<file path="config.mk">
export PLATFORM = sky130hd
export DESIGN_NAME = multi_servo_slew_limiter_top
export DESIGN_NICKNAME = d
export VERILOG_FILES = /design/src/rtl/core/msl_pkg.sv /design/src/rtl/core/multi_servo_slew_limiter_top.sv /design/src/rtl/core/msl_ctrl.sv /design/src/rtl/core/msl_datapath.sv
export SDC_FILE = /design/constraint.sdc
export NUM_CORES = 1
export LEC_CHECK = 0
export ABC_AREA = 1
export BUFFER_PORTS_ARGS = -buffer_cell sky130_fd_sc_hd__buf_4
export CAP_MARGIN = 20
export CORE_MARGIN = 4
export CORE_UTILIZATION = 45
export CTS_CLUSTER_SIZE = 30
export DETAILED_ROUTE_END_ITERATION = 8
export PLACE_DENSITY = 0.69
export SLEW_MARGIN = 20
export SYNTH_ARGS = -nofsm -noshare
export SYNTH_HDL_FRONTEND = slang
export SYNTH_SLANG_ARGS = --single-unit
</file>
<file path="constraint.sdc">
create_clock -name aclk -period 7.2 [get_ports aclk]
set_input_delay 1.08 -clock aclk [delete_from_list [all_inputs] [get_ports aclk]]
set_output_delay 1.08 -clock aclk [all_outputs]
set_load 0.005 [all_outputs]
</file>
<file path="src/rtl/core/msl_pkg.sv">
// Shared types, codes and constants of the servo slew limiter.
`default_nettype none

package msl_pkg;

    localparam int MAX_SERVOS_DEF = 16;
    localparam int RESULT_CAP     = 16;

    localparam int REQ_W    = 3;
    localparam int IDX_IN_W = 4;
    localparam int DEG_W    = 11;
    localparam int ANGLE_W  = 15;
    localparam int LIVE_W   = 5;
    localparam int IN_W     = 16;
    localparam int OUT_W    = 24;

    localparam logic [REQ_W-1:0] REQ_SET    = 3'd0;
    localparam logic [REQ_W-1:0] REQ_TICK   = 3'd1;
    localparam logic [REQ_W-1:0] REQ_STOP   = 3'd2;
    localparam logic [REQ_W-1:0] REQ_CENTER = 3'd3;
    localparam logic [REQ_W-1:0] REQ_READ   = 3'd4;

    localparam logic KIND_POS  = 1'b0;
    localparam logic KIND_READ = 1'b1;

    localparam logic CFG_ACTIVE = 1'b0;
    localparam logic CFG_STEP   = 1'b1;

    localparam logic [ANGLE_W-1:0] CENTER_ANGLE = 15'd9000;
    localparam logic [ANGLE_W-1:0] FULL_ANGLE   = 15'd18000;
    localparam logic [ANGLE_W-1:0] STEP_RESET   = 15'd180;
    localparam logic [ANGLE_W-1:0] DEG_SCALE    = 15'd100;
    localparam logic [7:0]         DEG_LIMIT    = 8'd180;

    typedef struct packed {
        logic accept;
        logic pass_step;
        logic emit_load;
        logic read_load;
    } msl_cmd_t;

    typedef struct packed {
        logic [REQ_W-1:0] op;
        logic             n_zero;
        logic             pass_last;
        logic             have_results;
        logic             emit_last;
        logic             out_free;
    } msl_status_t;

endpackage

`default_nettype wire

</file>
<file path="src/rtl/core/multi_servo_slew_limiter_top.sv">
// Top level of the multichannel servo slew-rate limiter.
//
//  channel   direction  tdata                                     tuser         tlast
//  s_        in         [3:0] servo_index, [14:4] target_angle     [2:0] req_type  -
//  m_        out        [3:0] out_index, [18:4] angle_out,         [0] result_kind last
//                       [19] index_valid, [20] any_moving
//  cfg_      in         cfg_addr 0 active_servos, 1 step_size      -             -
//
// Set and unused codes end at acceptance; stop-all and center-all add a pass over the
// live channels; a read adds the pass and then its reply; a tick adds the pass and then
// one result per channel that moved. The pass walks the live channels one channel a cycle
// through the single read port of the angle stores (the scan also gathers the moving flag).
// Reset clears both angle stores to centre; no clearing pass.
// A stalled result holds the sequencer; only an item's last result waits on alone.
`default_nettype none

module multi_servo_slew_limiter_top #(
    parameter int MAX_SERVOS = msl_pkg::MAX_SERVOS_DEF
) (
    input  wire logic                         aclk,
    input  wire logic                         aresetn,
    // configuration write port
    input  wire logic                         cfg_we,
    input  wire logic                         cfg_addr,
    input  wire logic [msl_pkg::ANGLE_W-1:0]  cfg_wdata,
    // request items
    input  wire logic                         s_tvalid,
    output logic                              s_tready,
    input  wire logic [msl_pkg::IN_W-1:0]     s_tdata,   // servo_index, target_angle
    input  wire logic [msl_pkg::REQ_W-1:0]    s_tuser,   // req_type
    // result items
    output logic                              m_tvalid,
    input  wire logic                         m_tready,
    output logic [msl_pkg::OUT_W-1:0]         m_tdata,   // out_index, angle_out,
                                                         // index_valid, any_moving
    output logic                              m_tuser,   // result_kind
    output logic                              m_tlast    // last
);

    msl_pkg::msl_cmd_t    cmd;
    msl_pkg::msl_status_t status;

    // sequence each request: accept, walk the channels, then hand out results
    msl_ctrl u_ctrl (
        .aclk     (aclk),
        .aresetn  (aresetn),
        .s_tvalid (s_tvalid),
        .s_tready (s_tready),
        .req_type (s_tuser),
        .status   (status),
        .cmd      (cmd)
    );

    // hold the angles, step them, buffer position writes and drive the output
    msl_datapath #(
        .MAX_SERVOS (MAX_SERVOS)
    ) u_datapath (
        .aclk         (aclk),
        .aresetn      (aresetn),
        .cfg_we       (cfg_we),
        .cfg_addr     (cfg_addr),
        .cfg_wdata    (cfg_wdata),
        .req_type     (s_tuser),
        .servo_index  (s_tdata[3:0]),
        .target_angle (s_tdata[14:4]),
        .cmd          (cmd),
        .status       (status),
        .m_tvalid     (m_tvalid),
        .m_tready     (m_tready),
        .m_tdata      (m_tdata),
        .m_tuser      (m_tuser),
        .m_tlast      (m_tlast)
    );

endmodule

`default_nettype wire

</file>
<file path="src/rtl/core/msl_ctrl.sv">
// Request sequencer of the servo slew limiter.
`default_nettype none

module msl_ctrl (
    input  wire logic                        aclk,
    input  wire logic                        aresetn,
    input  wire logic                        s_tvalid,
    output logic                             s_tready,
    input  wire logic [msl_pkg::REQ_W-1:0]   req_type,
    input  wire msl_pkg::msl_status_t        status,
    output msl_pkg::msl_cmd_t                cmd
);

    localparam logic [1:0] ST_IDLE = 2'd0;
    localparam logic [1:0] ST_PASS = 2'd1;
    localparam logic [1:0] ST_EMIT = 2'd2;
    localparam logic [1:0] ST_READ = 2'd3;

    logic [1:0] state_reg;
    logic [1:0] state_next;

    assign s_tready      = (state_reg == ST_IDLE);
    assign cmd.accept    = s_tvalid && s_tready;
    assign cmd.pass_step = (state_reg == ST_PASS);
    assign cmd.emit_load = (state_reg == ST_EMIT) && status.out_free;
    assign cmd.read_load = (state_reg == ST_READ) && status.out_free;

    always_comb begin
        state_next = state_reg;
        unique case (state_reg)
            ST_IDLE: begin
                if (cmd.accept) begin
                    unique case (req_type) inside
                        msl_pkg::REQ_TICK, msl_pkg::REQ_STOP, msl_pkg::REQ_CENTER: begin
                            state_next = status.n_zero ? ST_IDLE : ST_PASS;
                        end
                        msl_pkg::REQ_READ: begin
                            state_next = status.n_zero ? ST_READ : ST_PASS;
                        end
                        default: begin
                            state_next = ST_IDLE;
                        end
                    endcase
                end
            end
            ST_PASS: begin
                if (status.pass_last) begin
                    if (status.op == msl_pkg::REQ_TICK) begin
                        state_next = status.have_results ? ST_EMIT : ST_IDLE;
                    end else if (status.op == msl_pkg::REQ_READ) begin
                        state_next = ST_READ;
                    end else begin
                        state_next = ST_IDLE;
                    end
                end
            end
            ST_EMIT: begin
                if (status.out_free && status.emit_last) begin
                    state_next = ST_IDLE;
                end
            end
            ST_READ: begin
                if (status.out_free) begin
                    state_next = ST_IDLE;
                end
            end
            default: begin
                state_next = ST_IDLE;
            end
        endcase
    end

    always_ff @(posedge aclk) begin
        if (!aresetn) begin
            state_reg <= ST_IDLE;
        end else begin
            state_reg <= state_next;
        end
    end

endmodule

`default_nettype wire

</file>
<file path="src/rtl/core/msl_datapath.sv">
// Angle stores, step unit, result buffer and output register of the slew limiter.
`default_nettype none

module msl_datapath #(
    parameter int MAX_SERVOS = msl_pkg::MAX_SERVOS_DEF
) (
    input  wire logic                                aclk,
    input  wire logic                                aresetn,
    input  wire logic                                cfg_we,
    input  wire logic                                cfg_addr,
    input  wire logic [msl_pkg::ANGLE_W-1:0]         cfg_wdata,
    input  wire logic [msl_pkg::REQ_W-1:0]           req_type,
    input  wire logic [msl_pkg::IDX_IN_W-1:0]        servo_index,
    input  wire logic signed [msl_pkg::DEG_W-1:0]    target_angle,
    input  wire msl_pkg::msl_cmd_t                   cmd,
    output msl_pkg::msl_status_t                     status,
    output logic                                     m_tvalid,
    input  wire logic                                m_tready,
    output logic [msl_pkg::OUT_W-1:0]                m_tdata,
    output logic                                     m_tuser,
    output logic                                     m_tlast
);

    localparam int DEPTH = (MAX_SERVOS < msl_pkg::RESULT_CAP) ? MAX_SERVOS
                                                               : msl_pkg::RESULT_CAP;
    localparam int IDX_W = (DEPTH > 1) ? $clog2(DEPTH) : 1;
    localparam int CNT_W = $clog2(DEPTH + 1);
    localparam int AW    = msl_pkg::ANGLE_W;
    localparam int LW    = msl_pkg::LIVE_W;
    localparam logic [LW-1:0] DEPTH_N = LW'(DEPTH);

    // configuration
    logic [LW-1:0] active_reg;
    logic [AW-1:0] step_reg;

    // angle stores
    logic [AW-1:0] cur_reg [DEPTH];
    logic [AW-1:0] tgt_reg [DEPTH];

    // pass control
    logic [msl_pkg::REQ_W-1:0] op_reg;
    logic [IDX_W-1:0]          pass_cnt_reg;
    logic [CNT_W-1:0]          wr_cnt_reg;
    logic [IDX_W-1:0]          rd_ptr_reg;
    logic                      moving_reg;

    // result buffer and read reply
    logic [IDX_W-1:0]             buf_idx_reg [DEPTH];
    logic [AW-1:0]                buf_ang_reg [DEPTH];
    logic                         rd_valid_reg;
    logic [AW-1:0]                rd_angle_reg;
    logic [msl_pkg::IDX_IN_W-1:0] rd_index_reg;

    // output register
    logic                         m_valid_reg;
    logic                         m_kind_reg;
    logic [msl_pkg::IDX_IN_W-1:0] m_index_reg;
    logic [AW-1:0]                m_angle_reg;
    logic                         m_ivalid_reg;
    logic                         m_moving_reg;
    logic                         m_last_reg;

    logic [LW-1:0]    n_live;
    logic [IDX_W-1:0] rd_addr;
    logic [AW-1:0]    cur_rd;
    logic [AW-1:0]    tgt_rd;
    logic             up;
    logic [AW-1:0]    span;
    logic [AW:0]      sum;
    logic [AW-1:0]    stepped;
    logic             differs;
    logic             push;
    logic [AW-1:0]    pass_cur;
    logic             idx_live;
    logic [7:0]       deg_clamped;
    logic [AW-1:0]    set_angle;
    logic             out_free;

    assign n_live   = (active_reg > DEPTH_N) ? DEPTH_N : active_reg;
    assign rd_addr  = cmd.pass_step ? pass_cnt_reg : servo_index[IDX_W-1:0];
    assign cur_rd   = cur_reg[rd_addr];
    assign tgt_rd   = tgt_reg[pass_cnt_reg];

    // step toward the target, snap when within one step
    assign up   = (tgt_rd > cur_rd);
    assign span = up ? (tgt_rd - cur_rd) : (cur_rd - tgt_rd);
    assign sum  = {1'b0, cur_rd} + {1'b0, step_reg};

    always_comb begin
        if (span <= step_reg) begin
            stepped = tgt_rd;
        end else if (up) begin
            stepped = (sum > {1'b0, msl_pkg::FULL_ANGLE}) ? msl_pkg::FULL_ANGLE : sum[AW-1:0];
        end else begin
            stepped = cur_rd - step_reg;
        end
    end

    assign differs  = (cur_rd != tgt_rd);
    assign push     = cmd.pass_step && (op_reg == msl_pkg::REQ_TICK) && differs;
    assign pass_cur = (op_reg == msl_pkg::REQ_TICK) ? stepped : cur_rd;
    assign idx_live = ({1'b0, servo_index} < n_live);

    always_comb begin
        if (target_angle < 0) begin
            deg_clamped = 8'd0;
        end else if (target_angle > $signed({3'b000, msl_pkg::DEG_LIMIT})) begin
            deg_clamped = msl_pkg::DEG_LIMIT;
        end else begin
            deg_clamped = target_angle[7:0];
        end
    end

    assign set_angle = AW'(deg_clamped) * msl_pkg::DEG_SCALE;
    assign out_free  = !m_valid_reg || m_tready;

    assign status.op           = op_reg;
    assign status.n_zero       = (n_live == '0);
    assign status.pass_last    = ((LW'(pass_cnt_reg) + LW'(1)) == n_live);
    assign status.have_results = (wr_cnt_reg != '0) || push;
    assign status.emit_last    = ((LW'(rd_ptr_reg) + LW'(1)) == LW'(wr_cnt_reg));
    assign status.out_free     = out_free;

    always_ff @(posedge aclk) begin
        if (!aresetn) begin
            active_reg   <= '0;
            step_reg     <= msl_pkg::STEP_RESET;
            op_reg       <= msl_pkg::REQ_SET;
            pass_cnt_reg <= '0;
            wr_cnt_reg   <= '0;
            rd_ptr_reg   <= '0;
            moving_reg   <= 1'b0;
            m_valid_reg  <= 1'b0;
            for (int i = 0; i < DEPTH; i++) begin
                cur_reg[i] <= msl_pkg::CENTER_ANGLE;
                tgt_reg[i] <= msl_pkg::CENTER_ANGLE;
            end
        end else begin
            if (cfg_we) begin
                unique case (cfg_addr)
                    msl_pkg::CFG_ACTIVE: active_reg <= cfg_wdata[LW-1:0];
                    msl_pkg::CFG_STEP:   step_reg   <= cfg_wdata;
                endcase
            end

            if (cmd.accept) begin
                op_reg       <= req_type;
                pass_cnt_reg <= '0;
                wr_cnt_reg   <= '0;
                rd_ptr_reg   <= '0;
                moving_reg   <= 1'b0;
                if ((req_type == msl_pkg::REQ_SET) && idx_live) begin
                    tgt_reg[servo_index[IDX_W-1:0]] <= set_angle;
                end
            end

            if (cmd.pass_step) begin
                pass_cnt_reg <= pass_cnt_reg + IDX_W'(1);
                moving_reg   <= moving_reg || (pass_cur != tgt_rd);
                unique case (op_reg)
                    msl_pkg::REQ_TICK: begin
                        if (differs) begin
                            cur_reg[pass_cnt_reg] <= stepped;
                        end
                    end
                    msl_pkg::REQ_STOP:   tgt_reg[pass_cnt_reg] <= cur_rd;
                    msl_pkg::REQ_CENTER: tgt_reg[pass_cnt_reg] <= msl_pkg::CENTER_ANGLE;
                    default: begin
                    end
                endcase
            end

            if (push) begin
                wr_cnt_reg <= wr_cnt_reg + CNT_W'(1);
            end

            if (cmd.emit_load) begin
                rd_ptr_reg <= rd_ptr_reg + IDX_W'(1);
            end

            if (cmd.emit_load || cmd.read_load) begin
                m_valid_reg <= 1'b1;
            end else if (m_tready) begin
                m_valid_reg <= 1'b0;
            end
        end
    end

    always_ff @(posedge aclk) begin
        if (push) begin
            buf_idx_reg[wr_cnt_reg[IDX_W-1:0]] <= pass_cnt_reg;
            buf_ang_reg[wr_cnt_reg[IDX_W-1:0]] <= stepped;
        end

        if (cmd.accept) begin
            rd_valid_reg <= idx_live;
            rd_angle_reg <= idx_live ? cur_rd : '0;
            rd_index_reg <= servo_index;
        end

        if (cmd.emit_load) begin
            m_kind_reg   <= msl_pkg::KIND_POS;
            m_index_reg  <= msl_pkg::IDX_IN_W'(buf_idx_reg[rd_ptr_reg]);
            m_angle_reg  <= buf_ang_reg[rd_ptr_reg];
            m_ivalid_reg <= 1'b1;
            m_moving_reg <= moving_reg;
            m_last_reg   <= status.emit_last;
        end else if (cmd.read_load) begin
            m_kind_reg   <= msl_pkg::KIND_READ;
            m_index_reg  <= rd_index_reg;
            m_angle_reg  <= rd_angle_reg;
            m_ivalid_reg <= rd_valid_reg;
            m_moving_reg <= moving_reg;
            m_last_reg   <= 1'b1;
        end
    end

    assign m_tvalid = m_valid_reg;
    assign m_tuser  = m_kind_reg;
    assign m_tlast  = m_last_reg;
    assign m_tdata  = {3'b000, m_moving_reg, m_ivalid_reg, m_angle_reg, m_index_reg};

endmodule

`default_nettype wire

</file>
---- After elaboration in Yosys (flattened, before gate mapping) ----
Memory sizes are Yosys's and may differ from the RTL's. A register that Yosys moved wholly into a read port is not among the register bits.
Index checks and enable logic that the tools add are counted.
word-level totals
  flip-flop bits (word level) ............. 83
  RAM bits ................................ 784
  input bits .............................. 40
  memories kept ........................... 4
operators by class
  add/subtract/negate cells ............... 9
  multipliers ............................. 1
  order comparisons ....................... 7
  equality and inequality tests ........... 19
  muxes and demuxes ....................... 73
  bitwise operators ....................... 2
  reductions and logical operators ........ 28
memory list
  name                    words  width  rd ports  clocked after memory_dff  wr ports  line                RTL
  u_datapath.buf_ang_reg  16     15     1         1                         1         msl_datapath.sv:49  logic [AW-1:0] buf_ang_reg [DEPTH];
  u_datapath.cur_reg      16     15     1         0                         16        msl_datapath.sv:37  logic [AW-1:0] cur_reg [DEPTH];
  u_datapath.tgt_reg      16     15     1         1                         16        msl_datapath.sv:38  logic [AW-1:0] tgt_reg [DEPTH];
  u_datapath.buf_idx_reg  16     4      1         1                         1         msl_datapath.sv:48  logic [IDX_W-1:0] buf_idx_reg [DEPTH];
operators by type and width
  cell                                                                    count
  15-bit 2-to-1 mux                                                       11
  4-bit 2-to-1 mux                                                        15
  15-bit OR reduction                                                     3
  15-bit subtractor                                                       3
  1-bit 2-to-1 mux                                                        32
  15-bit != test                                                          2
  15-bit by 15-bit adder with 16-bit output                               1
  16-bit by 15-bit > comparator with 1-bit output, second input constant  1
  2-bit 2-to-1 mux                                                        8
  8-bit 2-to-1 mux                                                        2
  15-bit > comparator                                                     1
  15-bit less-or-equal comparator                                         1
  5-bit 2-to-1 mux                                                        3
  8-bit by 5-bit multiplier with 13-bit output, second input constant     1
  3-bit by 2-bit == test with 1-bit output, second input constant         4
  11-bit by 9-bit > comparator with 1-bit output, second input constant   1
  11-bit by 1-bit < comparator with 1-bit output, second input constant   1
  4-bit by 1-bit adder with 5-bit output, second input constant           2
  5-bit == test                                                           2
  2-bit nonzero test                                                      5
  4-bit by 1-bit adder with 4-bit output, second input constant           2
  2-bit one-hot mux with 4 select lines                                   1
  1-bit logical AND                                                       7
  3-bit by 1-bit == test with 1-bit output, second input constant         2
  other kinds (20)                                                        28

---- Depth between registers and ports, before layout ----
An unclocked memory read counts as a cell.
  word-level depth ........................ 12
  mapped depth ............................ 49

---- Modules after synthesis ----
Synthesis repeated with hierarchy kept, for this count alone.
unflattened totals
  cells, all modules ...................... 4317
  area total of the unflattened synthesis .. 43362.8 um^2
by module, submodules not included
  module        instances  cells each  area each (um^2)  sequential area each (um^2)
  msl_datapath  1          4269        43110.1           25734.7
  msl_ctrl      1          48          252.7             40.0

---- Least setup slack after synthesis ----
No wires, ideal clock.
  path kind ............................... input -> register
  start ................................... input s_tdata[0] in the netlist's numbering
  end ..................................... memory u_datapath.buf_ang_reg[0][11] in the netlist's numbering, data pin
  arrival ................................. 6.303 ns
  required time ........................... 6.895 ns
  path slack .............................. 0.592 ns
  stages .................................. 35
  path buffers ............................ 7
  path through ............................ o21ai_2 buf_4 buf_2 o21ai_0 o221ai_1 o211ai_1 nand2_1 inv_1 ha_1 nand2_1 nor2_1 inv_1 nor4_1 inv_1 nand2_2 buf_2 clkbuf_1 nand2_1 o21ai_0 xor2_1 inv_1 ha_1 a21oi_1 o21ai_0 nand3_1 o211ai_1 nand3_1 o2111ai_1 nand2_1 clkbuf_1 clkbuf_1 nand2_1 nand2_1 clkbuf_1 inv_1
between the ends
  longest elaborated chain between the ends .. 7
ends and longest elaborated chain
  element                                          line                                RTL
  start: declaration                               multi_servo_slew_limiter_top.sv:29  input wire logic [msl_pkg::IN_W-1:0] s_tdata,
  4-bit 2-to-1 mux *                               msl_datapath.sv:80                  assign rd_addr = cmd.pass_step ? pass_cnt_reg : servo_index[IDX_W-1:0];
  memory read 16 x 15 bit *                        --
  named net u_datapath.cur_rd[8]                   msl_datapath.sv:65                  logic [AW-1:0] cur_rd;
  15-bit by 15-bit adder with 16-bit output        msl_datapath.sv:87                  assign sum = {1'b0, cur_rd} + {1'b0, step_reg};
  16-bit by 15-bit > comparator with 1-bit output  msl_datapath.sv:93                  stepped = (sum > {1'b0, msl_pkg::FULL_ANGLE}) ? msl_pkg::FULL_ANGLE : sum[AW-1:0];
  15-bit 2-to-1 mux                                msl_datapath.sv:93
  15-bit 2-to-1 mux                                msl_datapath.sv:92                  end else if (up) begin
  15-bit 2-to-1 mux *                              msl_datapath.sv:90                  if (span <= step_reg) begin
  named net u_datapath.stepped[11]                 msl_datapath.sv:70                  logic [AW-1:0] stepped;
  end: declaration                                 msl_datapath.sv:49
The timed path passes the listed nets; every way through them passes the cells marked *.

---- Worst setup path after layout ----
  start ................................... register u_ctrl.state_reg[0]
  end ..................................... register u_datapath.moving_reg
between the ends
  longest elaborated chain between the ends .. 12
ends and longest elaborated chain
  element                                          line                 RTL
  start: declaration                               msl_ctrl.sv:19       logic [1:0] state_reg;
  start signal: assignment                         msl_ctrl.sv:77       state_reg <= state_next;
  2-bit by 1-bit == test with 1-bit output *       msl_ctrl.sv:24       assign cmd.pass_step = (state_reg == ST_PASS);
  4-bit 2-to-1 mux *                               msl_datapath.sv:80
  memory read 16 x 15 bit *                        --
  named net u_datapath.cur_rd[8]                   msl_datapath.sv:65
  15-bit by 15-bit adder with 16-bit output        msl_datapath.sv:87
  16-bit by 15-bit > comparator with 1-bit output  msl_datapath.sv:93
  15-bit 2-to-1 mux                                msl_datapath.sv:93
  15-bit 2-to-1 mux                                msl_datapath.sv:92
  15-bit 2-to-1 mux *                              msl_datapath.sv:90
  named net u_datapath.stepped[4]                  msl_datapath.sv:70
  15-bit 2-to-1 mux *                              msl_datapath.sv:101  assign pass_cur = (op_reg == msl_pkg::REQ_TICK) ? stepped : cur_rd;
  15-bit != test *                                 msl_datapath.sv:159  moving_reg <= moving_reg || (pass_cur != tgt_rd);
  1-bit logical OR *                               msl_datapath.sv:159
  1-bit 2-to-1 mux *                               msl_datapath.sv:157  if (cmd.pass_step) begin
  end signal: assignment                           msl_datapath.sv:159
  end: declaration                                 msl_datapath.sv:45   logic moving_reg;
Marks and branches as above.
A chain may end at the register's enable or synchronous reset.

==> reports/qor.txt <==
Cell count after synthesis: 4,050
Max VDD drop: 0.684 mV
Worst Tran Pin Value: 1.15 ns
Global placer's final weighted congestion: 0.924
Most used DFF post-synth: edfxtp_1
Net Switching: 10.9 mW
Syn Area/Cell: 10.4 um2
Finish-stage setup viols: 0
Internal Power: 14.1 mW
Avg Vias per Cell: 5.67
Drt initial violations: 3,506
Element type at the critical path end: flop
Core area: 93,200 um2
Design area: 47,700 um2
Most frequent cells in the layout: edfxtp_1, nor2_1, nand2_1
Post-cts sizing count: 0
HP Start: u_datapath.rd_valid_reg
DPL Wire Length: 77.5 mm
Crit-path max cell delay: 0.40 ns
Die area: 98,800 um2
Initial antenna violation count: 0
Total congestion overflow: 0
Final WS setup: 0.602 ns
Seq pwr share: 30.2%
Die Ht: 314 um
Placed cell areas: 44,700 um2
CTS Hold Bufs: 0
Via count: 30.9k
Final nets: 4,276
Largest net degree at the start of global routing: 100
Final period util: 91.6%
Max clock buf depth: 3
Yosys cell types: 64
CP dominant cell by count: nand2_1
Post-synthesis async set-or-reset flop share: 0%
Placed Cells incl. Taps: 5,275
Synth Warn #: 0
Clock skew: 0.0343 ns
Worst path required time: 7.73 ns
Final WL: 116 mm
Post-CTS setup buffers: 0
Post-synthesis adder-cell area fraction: 3.74%
Leakage power: 17.0 nW
Boundary Pins: 68
First-pass GRT wire length: 175 mm
Share of the yosys chip area belonging to registers: 61.0%
Max Slew Vio Count: 0
Simple-gate share of the synthesized area: 14.3%
Post-synth EDFFs: 825
First-pass iteration count of the detailed router: 6
CP startpoint: u_ctrl.state_reg[0]
Mux contribution to synthesized area: 2.79%
Rows: 112
Critical path's slowest cell: dfxtp_1
RR Startpoint: u_ctrl.state_reg[0]
DIE WIDTH: 314 um
Status: complete, no violations
Min Hold Slack: 0.469 ns
# DRC: 0
RSZ-0062 raised after global routing: false
Synth Cell Area: 42,200 um2
Fin util: 51.1%
#FFs+latches synth: 875
Clk_lat worst skew: 0.67 ns
Vias in the first global route: 29.3k
CTS buffer count: 91
Max-cap violation count: 0
Layout cells sized above 1: 10.5%
Root buffer cell: clkbuf_16
Setup TNS: 0 ns
Fmax: 152 MHz
Pre-CTS WS: 0.0681 ns
Slew headroom: 23.6%
Total power: 25.1 mW
Antenna Violating Nets Remaining: 0
Total track usage: 23.1%
H-Tree Level Count: 3
Comb power frac: 51.5%
Setup CP Type: reg -> reg
Tmin final: 6.60 ns
Synth Area in Compound Gates: 11.7%
Port Buf Inserts: 63
Reg clk slew, reported paths: 0.06 ns
WL per Instance: 21.3 um
Combinational family with the most area after synthesis: simple AND/OR/NAND/NOR gates
Pwr dens: 526 nW/um2
Filler cells: 8,217
Sink Count: 875
Hold/Removal Path Class: reg -> reg
CP Max Fanout: 15
Setup crit start kind: flop
Commonest non-fill, non-tap cell in the layout: edfxtp_1
Clock power frac: 18.4%
Cell Count, Final, Fillers Out: 5,446
CP arrival: 7.13 ns
Layout area overhead: 12.8%
Final Hold Viols: 0
Initial Util: 45.3%
Synth Area in XOR/XNOR: 0.892%
Switch share: 43.7%
CTS tree: done
## synthesized netlist by cell type (30+ instances only)
cell type  number  area [um2]
mux2i_1       111        1110
inv_1         301        1130
o211ai_1      108         811
dfxtp_1        50        1000
edfxtp_1      825       24800
o221ai_1       82         718
ha_1          115        1440
xor2_1         34         298
nor2_1        766        2880
o22ai_1        30         188
nand3_1       136         681
clkbuf_1      126         473
nand2_1       572        2150
a21oi_1       158         791
o21ai_0       307        1540
buf_2          85         425
## metal layers
| layer | up-vias | global-route usage [%] | part of all wire (%) |
|---|---|---|---|
| met5 | - | 0 | 0 |
| met4 | 0 | 8.83 | 3.7 |
| met3 | 227 | 4.17 | 9.3 |
| met2 | 1398 | 36.5 | 46 |
| met1 | 14900 | 32.1 | 41 |
| li1 | 14300 | - | - |
## power by group through the flow
stage / sequential, mW / combinational, mW / clock (mW)
2_1_floorplan: 7.59 / 6.55 / 0
3_3_place_gp: 7.66 / 12.4 / 0
3_5_place_dp: 7.66 / 12.6 / 0
4_1_cts: 7.55 / 12.7 / 4.67
5_1_grt: 7.57 / 13.9 / 4.88
6_report: 7.55 / 12.9 / 4.61
## worst max-delay path, delay by kind of cell, from the launching register on
kind                     cells  cell delay (ns)
AND/OR/NAND/NOR             22             2.54
flip-flops                   1             0.40
adder cells (fa/ha/maj)      2             0.61
buffers and inverters       10             1.33
AO/OA/AOI/OAI               10             1.36
XOR/XNOR                     1             0.20
## cell families (layout without fill, tap and decap cells)
logic type | Yosys count | after routing
buffers and inverters | 572 | 711
muxes | 117 | 117
other | 1 | 4
xor gates and xnor gates | 43 | 43
and+or+nand+nor | 1521 | 1521
AOI/OAI and AO/OA | 799 | 799
DFF | 875 | 875
adders and majority gates | 122 | 122
## layout make-up
class                           count  area, um2  share of cell area, %
Sequential cell                   875      25800                   54.1
Multi-Input combinational cell   2605      14200                   29.8
Clock buffer                      113       2410                   5.06
Timing Repair Buffer              217       1960                   4.11
Tap cell                         1254       1570                   3.29
Inverter                          324       1220                   2.57
Clock inverter                     57        500                   1.05
Antenna cell                        1       2.50                0.00525
## path summary, 6_finish.rpt
check / end / slack (ns) / depth (start not counted)
max: u_datapath.moving_reg / 0.60 / 45
min: u_datapath.m_ivalid_reg / 0.47 / 2
max reg2reg: u_datapath.moving_reg / 0.60 / 45
min reg2reg: u_datapath.m_ivalid_reg / 0.47 / 2
(Power assumes the default switching activity.)
